<file path="config.mk">
export PLATFORM = sky130hd
export DESIGN_NAME = heap_timer_queue
export DESIGN_NICKNAME = d
export VERILOG_FILES = /design/src/htq_pkg.sv /design/src/htq_ram.sv /design/src/htq_seq.sv /design/src/heap_timer_queue.sv
export SDC_FILE = /design/constraint.sdc
export NUM_CORES = 2
export LEC_CHECK = 0
export ABC_CLOCK_PERIOD_IN_PS = 18210
export BUFFER_PORTS_ARGS = -buffer_cell sky130_fd_sc_hd__buf_4
export CAP_MARGIN = 0
export CORE_ASPECT_RATIO = 0.7
export CORE_MARGIN = 3
export CORE_UTILIZATION = 30
export CTS_CLUSTER_SIZE = 8
export DETAILED_ROUTE_END_ITERATION = 8
export PLACE_DENSITY_LB_ADDON = 0.3
export SLEW_MARGIN = 40
export SYNTH_ARGS = -nofsm -noshare
export SYNTH_HDL_FRONTEND = slang
export SYNTH_HIERARCHICAL = 1
export SYNTH_SLANG_ARGS = --single-unit
</file>
<file path="constraint.sdc">
create_clock -name clk -period 18.21 [get_ports clk]
set_input_delay 1.821 -clock clk [delete_from_list [all_inputs] [get_ports clk]]
set_output_delay 1.821 -clock clk [all_outputs]
set_load 0.01 [all_outputs]
</file>
<file path="src/htq_pkg.sv">
// Shared types and codes for the heap timer queue.
// Holds the entry and result structs, the command and result codes and the sequencer states.
// No dependencies.
package htq_pkg;

  localparam int EXP_W = 32;
  localparam int ID_W  = 31;
  localparam int CMD_W = 3;
  localparam int KIND_W = 3;

  localparam logic [CMD_W-1:0] CMD_ADD    = 3'd0;
  localparam logic [CMD_W-1:0] CMD_DELETE = 3'd1;
  localparam logic [CMD_W-1:0] CMD_ADJUST = 3'd2;
  localparam logic [CMD_W-1:0] CMD_TICK   = 3'd3;
  localparam logic [CMD_W-1:0] CMD_FIRE   = 3'd4;
  localparam logic [CMD_W-1:0] CMD_CLEAR  = 3'd5;

  localparam logic [KIND_W-1:0] KIND_ADDED    = 3'd0;
  localparam logic [KIND_W-1:0] KIND_DELETED  = 3'd1;
  localparam logic [KIND_W-1:0] KIND_ADJUSTED = 3'd2;
  localparam logic [KIND_W-1:0] KIND_FIRED    = 3'd3;
  localparam logic [KIND_W-1:0] KIND_NOTFOUND = 3'd4;
  localparam logic [KIND_W-1:0] KIND_FULL     = 3'd5;
  localparam logic [KIND_W-1:0] KIND_NONE     = 3'd6;
  localparam logic [KIND_W-1:0] KIND_CLEARED  = 3'd7;

  typedef struct packed {
    logic [EXP_W-1:0] expiry;
    logic [ID_W-1:0]  ident;
  } entry_t;

  localparam int ENTRY_W = EXP_W + ID_W;

  typedef struct packed {
    logic              valid;
    logic [KIND_W-1:0] kind;
    logic [ID_W-1:0]   ident;
    logic              last;
  } result_t;

  typedef enum logic [3:0] {
    S_IDLE,
    S_SRCH,
    S_RM_LAST,
    S_SD_LOADV,
    S_SD_CHK,
    S_SD_L,
    S_SD_R,
    S_SD_CMP,
    S_SU_LOADV,
    S_SU_CHK,
    S_SU_CMP,
    S_TK_ISSUE,
    S_TK_CHK
  } state_t;

  typedef enum logic [2:0] {
    CTX_ADD,
    CTX_ADJ_UP,
    CTX_ADJ_DN,
    CTX_RM_SD,
    CTX_RM_SU
  } ctx_t;

endpackage

</file>
<file path="src/htq_ram.sv">
// Generic simple dual-port RAM with a registered read port.
// A read of the address being written returns the new data. No dependencies.
module htq_ram #(
  parameter int WIDTH = 8,
  parameter int DEPTH = 16
) (
  input  logic                     clk,
  input  logic                     we,
  input  logic [$clog2(DEPTH)-1:0] waddr,
  input  logic [WIDTH-1:0]         wdata,
  input  logic [$clog2(DEPTH)-1:0] raddr,
  output logic [WIDTH-1:0]         rdata
);

  logic [WIDTH-1:0] mem [DEPTH];

  always_ff @(posedge clk) begin
    if (we) begin
      mem[waddr] <= wdata;
    end
    if (we && (waddr == raddr)) begin
      rdata <= wdata;
    end else begin
      rdata <= mem[raddr];
    end
  end

endmodule

</file>
<file path="src/htq_seq.sv">
// Command sequencer of the heap timer queue: id search, sift up and sift down over the heap RAM.
// Depends on htq_pkg and drives one htq_ram instance through its port.
module htq_seq #(
  parameter int CAPACITY = 64
) (
  input  logic                          clk,
  input  logic                          rst,
  input  logic                          start,
  input  logic [htq_pkg::CMD_W-1:0]     command,
  input  logic [htq_pkg::EXP_W-1:0]     now,
  input  logic [htq_pkg::EXP_W-1:0]     time_slot,
  input  logic [htq_pkg::ID_W-1:0]      timer_id,
  input  logic [htq_pkg::EXP_W-1:0]     new_expiry,
  output logic                          busy,
  output htq_pkg::result_t              res,
  output logic                          ram_we,
  output logic [$clog2(CAPACITY)-1:0]   ram_waddr,
  output logic [htq_pkg::ENTRY_W-1:0]   ram_wdata,
  output logic [$clog2(CAPACITY)-1:0]   ram_raddr,
  input  logic [htq_pkg::ENTRY_W-1:0]   ram_rdata
);
  import htq_pkg::*;

  localparam int IW = $clog2(CAPACITY);
  localparam int CW = $clog2(CAPACITY + 1);
  localparam int XW = IW + 2;
  localparam logic [CW-1:0] CAP_C = CW'(CAPACITY);

  state_t state, state_next;
  ctx_t ctx, ctx_next;
  logic [CMD_W-1:0] cmd, cmd_next;
  logic [EXP_W-1:0] held_now, held_now_next, held_nexp, held_nexp_next;
  logic [ID_W-1:0] held_id, held_id_next, idctr, idctr_next, pend, pend_next;
  logic have_pend, have_pend_next;
  entry_t v, v_next, m, m_next, rd;
  logic [IW-1:0] idx, idx_next, base, base_next, mi, mi_next, k, k_next;
  logic [CW-1:0] cnt, cnt_next, bound, bound_next;

  logic [XW-1:0] child_x, right_x, bound_x;
  logic [IW-1:0] parent;
  logic [EXP_W:0] sum;
  logic [EXP_W-1:0] add_exp;
  logic [ID_W-1:0] nid_raw, nid;
  logic [CW-1:0] rem_last;
  logic rm_go, rm_fin, sd_fin, su_fin, tick_fin;
  logic [IW-1:0] rm_pos;

  assign rd      = entry_t'(ram_rdata);
  assign child_x = XW'({idx, 1'b1});
  assign right_x = child_x + XW'(1);
  assign bound_x = XW'(bound);
  assign parent  = (idx - IW'(1)) >> 1;
  assign sum     = {1'b0, now} + {1'b0, time_slot};
  assign add_exp = sum[EXP_W] ? {EXP_W{1'b1}} : sum[EXP_W-1:0];
  assign nid_raw = idctr + ID_W'(1);
  assign nid     = (nid_raw == '0) ? ID_W'(1) : nid_raw;
  assign rem_last = cnt - CW'(1);
  assign busy    = (state != S_IDLE);

  always_comb begin
    state_next = state;
    ctx_next = ctx;
    cmd_next = cmd;
    held_now_next = held_now;
    held_nexp_next = held_nexp;
    held_id_next = held_id;
    idctr_next = idctr;
    pend_next = pend;
    have_pend_next = have_pend;
    v_next = v;
    m_next = m;
    idx_next = idx;
    base_next = base;
    mi_next = mi;
    k_next = k;
    cnt_next = cnt;
    bound_next = bound;
    ram_we = 1'b0;
    ram_waddr = idx;
    ram_wdata = v;
    ram_raddr = '0;
    res = '0;
    rm_go = 1'b0;
    rm_pos = '0;
    rm_fin = 1'b0;
    sd_fin = 1'b0;
    su_fin = 1'b0;
    tick_fin = 1'b0;

    case (state)
      S_IDLE: begin
        if (start) begin
          cmd_next = command;
          held_id_next = timer_id;
          held_now_next = now;
          held_nexp_next = new_expiry;
          have_pend_next = 1'b0;
          case (command)
            CMD_ADD: begin
              if (cnt >= CAP_C) begin
                res = '{valid: 1'b1, kind: KIND_FULL, ident: '0, last: 1'b1};
              end else begin
                idctr_next = nid;
                v_next = '{expiry: add_exp, ident: nid};
                held_id_next = nid;
                idx_next = cnt[IW-1:0];
                cnt_next = cnt + CW'(1);
                ctx_next = CTX_ADD;
                state_next = S_SU_CHK;
              end
            end
            CMD_DELETE, CMD_ADJUST, CMD_FIRE: begin
              if (cnt == '0) begin
                res = '{valid: 1'b1, kind: KIND_NOTFOUND, ident: '0, last: 1'b1};
              end else begin
                ram_raddr = '0;
                k_next = '0;
                state_next = S_SRCH;
              end
            end
            CMD_TICK: begin
              state_next = S_TK_ISSUE;
            end
            CMD_CLEAR: begin
              cnt_next = '0;
              res = '{valid: 1'b1, kind: KIND_CLEARED, ident: '0, last: 1'b1};
            end
            default: ;
          endcase
        end
      end
      S_SRCH: begin
        if (rd.ident == held_id) begin
          if (cmd == CMD_ADJUST) begin
            v_next = '{expiry: held_nexp, ident: held_id};
            idx_next = k;
            base_next = k;
            ctx_next = CTX_ADJ_UP;
            state_next = S_SU_CHK;
          end else begin
            rm_go = 1'b1;
            rm_pos = k;
          end
        end else if ((CW'(k) + CW'(1)) == cnt) begin
          res = '{valid: 1'b1, kind: KIND_NOTFOUND, ident: '0, last: 1'b1};
          state_next = S_IDLE;
        end else begin
          ram_raddr = k + IW'(1);
          k_next = k + IW'(1);
        end
      end
      S_RM_LAST: begin
        v_next = rd;
        state_next = S_SD_CHK;
      end
      S_SD_LOADV: begin
        v_next = rd;
        state_next = S_SD_CHK;
      end
      S_SD_CHK: begin
        if (child_x >= bound_x) begin
          ram_we = 1'b1;
          sd_fin = 1'b1;
        end else begin
          ram_raddr = child_x[IW-1:0];
          state_next = S_SD_L;
        end
      end
      S_SD_L: begin
        m_next = rd;
        mi_next = child_x[IW-1:0];
        if (right_x < bound_x) begin
          ram_raddr = right_x[IW-1:0];
          state_next = S_SD_R;
        end else begin
          state_next = S_SD_CMP;
        end
      end
      S_SD_R: begin
        if (rd.expiry < m.expiry) begin
          m_next = rd;
          mi_next = right_x[IW-1:0];
        end
        state_next = S_SD_CMP;
      end
      S_SD_CMP: begin
        ram_we = 1'b1;
        if (v.expiry < m.expiry) begin
          sd_fin = 1'b1;
        end else begin
          ram_wdata = m;
          idx_next = mi;
          state_next = S_SD_CHK;
        end
      end
      S_SU_LOADV: begin
        v_next = rd;
        state_next = S_SU_CHK;
      end
      S_SU_CHK: begin
        if (idx == '0) begin
          ram_we = 1'b1;
          su_fin = 1'b1;
        end else begin
          ram_raddr = parent;
          state_next = S_SU_CMP;
        end
      end
      S_SU_CMP: begin
        ram_we = 1'b1;
        if (v.expiry < rd.expiry) begin
          ram_wdata = rd;
          idx_next = parent;
          state_next = S_SU_CHK;
        end else begin
          su_fin = 1'b1;
        end
      end
      S_TK_ISSUE: begin
        if (cnt == '0) begin
          tick_fin = 1'b1;
        end else begin
          ram_raddr = '0;
          state_next = S_TK_CHK;
        end
      end
      S_TK_CHK: begin
        if (!(held_now < rd.expiry)) begin
          if (have_pend) begin
            res = '{valid: 1'b1, kind: KIND_FIRED, ident: pend, last: 1'b0};
          end
          pend_next = rd.ident;
          have_pend_next = 1'b1;
          rm_go = 1'b1;
          rm_pos = '0;
        end else begin
          tick_fin = 1'b1;
        end
      end
      default: state_next = S_IDLE;
    endcase

    // Start of a removal: the last entry moves into the hole and sifts down, then up.
    if (rm_go) begin
      cnt_next = rem_last;
      bound_next = rem_last;
      if (CW'(rm_pos) != rem_last) begin
        ram_raddr = rem_last[IW-1:0];
        idx_next = rm_pos;
        base_next = rm_pos;
        ctx_next = CTX_RM_SD;
        state_next = S_RM_LAST;
      end else begin
        rm_fin = 1'b1;
      end
    end

    if (sd_fin) begin
      if (ctx == CTX_RM_SD) begin
        idx_next = base;
        ram_raddr = base;
        ctx_next = CTX_RM_SU;
        state_next = S_SU_LOADV;
      end else begin
        res = '{valid: 1'b1, kind: KIND_ADJUSTED, ident: held_id, last: 1'b1};
        state_next = S_IDLE;
      end
    end

    if (su_fin) begin
      case (ctx)
        CTX_ADD: begin
          res = '{valid: 1'b1, kind: KIND_ADDED, ident: held_id, last: 1'b1};
          state_next = S_IDLE;
        end
        CTX_ADJ_UP: begin
          idx_next = base;
          ram_raddr = base;
          bound_next = cnt;
          ctx_next = CTX_ADJ_DN;
          state_next = S_SD_LOADV;
        end
        default: rm_fin = 1'b1;
      endcase
    end

    if (rm_fin) begin
      if (cmd == CMD_TICK) begin
        state_next = S_TK_ISSUE;
      end else begin
        res = '{valid: 1'b1, kind: (cmd == CMD_DELETE) ? KIND_DELETED : KIND_FIRED,
                ident: held_id, last: 1'b1};
        state_next = S_IDLE;
      end
    end

    if (tick_fin) begin
      if (have_pend) begin
        res = '{valid: 1'b1, kind: KIND_FIRED, ident: pend, last: 1'b1};
      end else begin
        res = '{valid: 1'b1, kind: KIND_NONE, ident: '0, last: 1'b1};
      end
      state_next = S_IDLE;
    end
  end

  always_ff @(posedge clk) begin
    if (rst) begin
      state <= S_IDLE;
      ctx <= CTX_ADD;
      cnt <= '0;
      idctr <= '0;
      have_pend <= 1'b0;
    end else begin
      state <= state_next;
      ctx <= ctx_next;
      cnt <= cnt_next;
      idctr <= idctr_next;
      have_pend <= have_pend_next;
    end
  end

  always_ff @(posedge clk) begin
    cmd <= cmd_next;
    held_now <= held_now_next;
    held_nexp <= held_nexp_next;
    held_id <= held_id_next;
    pend <= pend_next;
    v <= v_next;
    m <= m_next;
    idx <= idx_next;
    base <= base_next;
    mi <= mi_next;
    k <= k_next;
    bound <= bound_next;
  end

`ifndef SYNTHESIS
  a_cnt_cap: assert property (@(posedge clk) disable iff (rst) cnt <= CAP_C)
    else $error("entry count above capacity");
  a_wr_live: assert property (@(posedge clk) disable iff (rst)
      ram_we |-> (CW'(ram_waddr) < cnt))
    else $error("heap write outside live entries");
  a_srch_rng: assert property (@(posedge clk) disable iff (rst)
      (state == S_SRCH) |-> (CW'(k) < cnt))
    else $error("search index past live entries");
  a_idle_hold: assert property (@(posedge clk) disable iff (rst)
      (state == S_IDLE && !start) |-> (!res.valid) ##1 (state == S_IDLE))
    else $error("sequencer left idle without a command");
`endif

endmodule

</file>
<file path="src/heap_timer_queue.sv">
// Heap timer queue: a binary min-heap of timers keyed on expiry time.
// Top level; depends on htq_pkg, htq_seq and htq_ram.
//
// Usage. A command transaction is taken at a rising edge where start is high
// and busy is low; command, now, time_slot, timer_id and new_expiry are
// sampled at that edge only. Commands are add, delete, adjust, tick, fire by
// id and clear; codes 6 and 7 are taken and do nothing.
// Each result transaction is shown on kind, timer_id_res and last for exactly
// one cycle while strobe is high. The receiver cannot hold results off, so
// the block never waits on the output side. A tick gives one result per
// expired timer, in heap order, and marks the final one with last; with no
// timer due it gives a single none result. Clear gives its result in the
// cycle after acceptance; add gives its result once the new entry has sifted
// up. A command that names an id first scans the heap at one entry per
// cycle, then sifts. Sifts are paced by the single read port of the heap
// RAM, which serves one read per level going up and up to two going down.
// A tick removes each due timer from the root in turn.
// Reset clears the entry count and the id counter; the heap RAM needs no
// clearing, since only entries below the count are ever read.
module heap_timer_queue #(
  parameter int CAPACITY = 64
) (
  input  logic                           clk,
  input  logic                           rst,
  input  logic                           start,
  output logic                           busy,
  input  logic [htq_pkg::CMD_W-1:0]      command,
  input  logic [htq_pkg::EXP_W-1:0]      now,
  input  logic [htq_pkg::EXP_W-1:0]      time_slot,
  input  logic [htq_pkg::ID_W-1:0]       timer_id,
  input  logic [htq_pkg::EXP_W-1:0]      new_expiry,
  output logic                           strobe,
  output logic [htq_pkg::KIND_W-1:0]     kind,
  output logic [htq_pkg::ID_W-1:0]       timer_id_res,
  output logic                           last
);
  import htq_pkg::*;

  localparam int IW = $clog2(CAPACITY);

  result_t res;
  logic ram_we;
  logic [IW-1:0] ram_waddr, ram_raddr;
  logic [ENTRY_W-1:0] ram_wdata, ram_rdata;

  // Expiry and id of each slot share one RAM word.
  htq_ram #(
    .WIDTH(ENTRY_W),
    .DEPTH(CAPACITY)
  ) u_heap (
    .clk  (clk),
    .we   (ram_we),
    .waddr(ram_waddr),
    .wdata(ram_wdata),
    .raddr(ram_raddr),
    .rdata(ram_rdata)
  );

  htq_seq #(
    .CAPACITY(CAPACITY)
  ) u_seq (
    .clk       (clk),
    .rst       (rst),
    .start     (start),
    .command   (command),
    .now       (now),
    .time_slot (time_slot),
    .timer_id  (timer_id),
    .new_expiry(new_expiry),
    .busy      (busy),
    .res       (res),
    .ram_we    (ram_we),
    .ram_waddr (ram_waddr),
    .ram_wdata (ram_wdata),
    .ram_raddr (ram_raddr),
    .ram_rdata (ram_rdata)
  );

  // Result register: the sequencer's result appears on the ports for one cycle.
  always_ff @(posedge clk) begin
    if (rst) begin
      strobe <= 1'b0;
    end else begin
      strobe <= res.valid;
    end
  end

  always_ff @(posedge clk) begin
    kind <= res.kind;
    timer_id_res <= res.ident;
    last <= res.last;
  end

endmodule

</file>
==> impl_metrics.py <==
metrics = {
    "route": {
        "drt.antenna.violating_nets": 0,
        "drc": 0,
        "detail_route.wl_per_cell_microns": 34.0,
        "vias_per_cell": 5.70,
        "vias": 96800,
        "first_pass_iters": 8,
        "dr.first_iter.drc_count": 16100,
        "routed_wl_mm": 578,
    },
    "sta": {
        "setup_viol": 0,
        "hold_viol_final": 0,
        "rsz0062_at_grt": "no",
        "final.setup.tns_ps": 0,
        "slew_headroom_pct": 35.6,
        "period_share_pct": 51.7,
        "fin_crit_ps": 9420,
        "skew_ps": 58.8,
        "slew_viol_final": 0,
        "max_freq_mhz": 106,
        "worst_pin_slew_ps": 966,
    },
    "finish": {
        "syn2layout_area_growth_pct": 17.2,
        "fin_nets": 9541,
        "final_cell_count_no_fill": 17000,
        "drive_gt1_share_pct": 25.4,
    },
    "place": {
        "gp_congestion": 0.834,
        "port_buffers": 169,
        "dp_cells": 16200,
        "hpwl_mm": 307,
    },
    "logic_synthesis": {
        "synth.top_cells.by_area": "edfxtp_1 (74%), mux4_2 (13%), a22oi_1 (1.2%)",
        "ys_ff_latch": 4406,
        "synthesis.nets": 8862,
        "yosys_most_used_dff": "edfxtp_1",
        "synth_top_area_share_pct": 74.0,
        "synthArstFlopShare_pct": 0,
        "synth.avg_cell_area_sq_um": 20.4,
        "synth_edf_count": 4299,
        "synthCells": 8554,
        "yosys_warnings": 6,
        "synth_common_cells": "edfxtp_1 (4,299), mux4_2 (1,008), a22oi_1 (290)",
        "mappedNetlistArea_sq_mm": 0.174,
        "synth.yosys.seq_area_share_pct": 75.3,
        "yosysTopAreaCell": "edfxtp_1",
        "synthDistinctLibCells": 85,
        "synth.most_common_cell": "edfxtp_1",
    },
    "floorplanning": {
        "start_util_pct": 30.2,
        "fp-row-count": 233,
        "core_sq_mm": 0.577,
        "die_area_sq_mm": 0.590,
        "io-pin-count": 170,
        "die_x_microns": 917,
        "die_h_microns": 644,
    },
    "global_routing": {
        "grt_pass1_wl_mm": 785,
        "antenna_found_initial": 16,
        "grt_use_total_pct": 18.9,
        "overflow": 0,
        "grt_pass1_vias": 93800,
        "grt_max_degree": 112,
    },
    "setup_path": {
        "required_ps": 19070,
        "slowest_stage": "nor4_2",
        "critPathKind": "reg -> reg",
        "cp_data_arrival_time_ps": 10280,
        "crit_buf_inv": 9,
        "cp-end-kind": "flop",
        "path_cells": "buf_12 -> buf_6 -> buf_4 -> buf_12 -> buf_12 -> buf_16 -> mux4_2 -> mux2i_1 -> a211oi_1 -> o211a_1 -> buf_4 -> xnor2_1 -> nand4_1 -> nor4_2 -> buf_4 -> and2_1 -> o2111ai_1 -> a211oi_2 -> a32o_1 -> a31oi_1 -> o21ai_4 -> buf_4 -> mux2i_1",
        "max_stage_delay_ps": 840,
        "cp_max_fo": 80,
        "startpoint_type": "flop",
        "crit_top_cell": "buf_4",
        "crit_family": "buffers and inverters",
    },
    "clock_network": {
        "ctsResizeCount": 0,
        "numCtsBuffers": 625,
        "clockRootBuffer": "clkbuf_16",
        "cts_sinks": 4406,
        "tritoncts": "done",
        "htreeDepth": 6,
        "clockBufferDepth": 4,
        "postCtsHoldBufs": 0,
        "clk_latency_ps": 980,
        "clk_pin_slew_worst_paths_ps": 60,
        "postCtsSetupRepairBufs": 0,
    },
    "power": {
        "vdd_ir_drop_max_uv": 83.0,
        "p_per_area_mw_per_mm2": 136,
        "leakage_nw": 63.1,
        "total_power_mw": 27.9,
    },
    "min_path": {
        "holdCritPathClass": "reg -> reg",
    },
    "outcome": {
        "status": "complete, no violations",
    },
    "flow_run": {
        "drv_cap": 0,
    },
}
## through the flow
stage	area, sq um	setup slack (ps)	hold slack, ps	util [%]
global placement	186000	8020	467	32.2
floorplan	174000	9790	434	-
detailed placement	187000	8680	469	32.4
global route	204000	8240	516	35.4
finish	204000	8790	491	35.4
CTS	204000	8610	486	35.4
## worst paths after layout
check	cells past startpoint	to	from	slack [ps]
worst max register to register	23	timer_id_res[13]$_DFF_P_	flop	8790
worst min-delay path	1	u_seq/base[3]$_DFF_P_	u_seq/base[3]$_DFF_P_	490
worst min register to register	1	u_seq/base[3]$_DFF_P_	u_seq/base[3]$_DFF_P_	490
worst max-delay path	23	timer_id_res[13]$_DFF_P_	flop	8790
## cells in the final DEF (no fill, tap or decap), types with 28 or more instances in the layout
cell and count:
a211oi_1 85, a21o_1 42, a21oi_1 161, a221o_1 28
a222oi_1 66, a22oi_1 290, buf_12 28, buf_4 405
buf_6 74, clkbuf_1 51, clkbuf_16 649, dfxtp_1 99
edfxtp_1 4299, ha_1 174, inv_1 193, mux2i_1 128
mux4_2 1008, nand2_1 192, nand3_1 169, nand4_1 44
nor2_1 151, nor2_4 68, o211a_1 64, o21ai_0 136
o221ai_1 67, o22ai_1 107, xnor2_1 91, xor2_1 48
## worst reg2reg max path: cells and delay by family (launching register included)
family | cells | cell delay, ps
compound gates | 7 | 1670
xor+xnor | 1 | 320
buf+inv | 9 | 4250
flops | 1 | 620
mux | 3 | 1150
simple gates | 3 | 1320
## routing by layer
| metal | GRT usage, % | routed length (microns) | vias up |
|---|---|---|---|
| met3 | 4.31 | 66700 | 837 |
| met5 | 0 | 57 | - |
| met2 | 27.5 | 251000 | 6278 |
| li1 | - | - | 37100 |
| met4 | 5.10 | 16300 | 8 |
| met1 | 28.5 | 244000 | 52500 |
## logic make-up (layout without fill, tap and decap cells)
logic type / after synthesis / in the layout / synth area share, %
compound gates: 1192 / 1192 / 4.96
simple gates: 813 / 813 / 2.24
fa+ha+maj: 175 / 175 / 1.26
xor+xnor: 140 / 140 / 0.703
mux: 1139 / 1139 / 13.8
buf+inv: 689 / 1469 / 1.79
flops: 4406 / 4406 / 75.3
other cells: 0 / 7 / 0
## flip-flops by register name, summed over array words and instances (netlist names), 4 cells and up, named ones only
register	cells
u_seq/cnt	7
u_seq/ram_waddr	6
u_heap/mem	4032
u_seq/k	6
u_seq/base	6
timer_id_res	31
u_seq/m	63
u_seq/pend	31
u_seq/held_now	32
u_seq/held_id	31
u_seq/held_nexp	32
u_seq/mi	6
u_seq/v	63
u_seq/bound	7
u_seq/idctr	31
u_seq/state	4
## area by class of cell
cell class | instances | area (sq um)
tap | 7637 | 9560
timing repair buffer | 546 | 5240
multi-input combinational | 3459 | 40700
antenna | 7 | 17.5
inverter | 195 | 734
clock buffer | 700 | 16400
fill | 52900 | 373000
sequential | 4406 | 131000
clock inverter | 28 | 458
## report_power, final
part           internal (mW)  switching (mW)  leakage (nW)
Combinational           1.79            3.41          15.2
Clock                   6.29            4.12          8.26
Sequential              12.1           0.159          39.6
No activity file was read; power rests on OpenSTA's default activity.
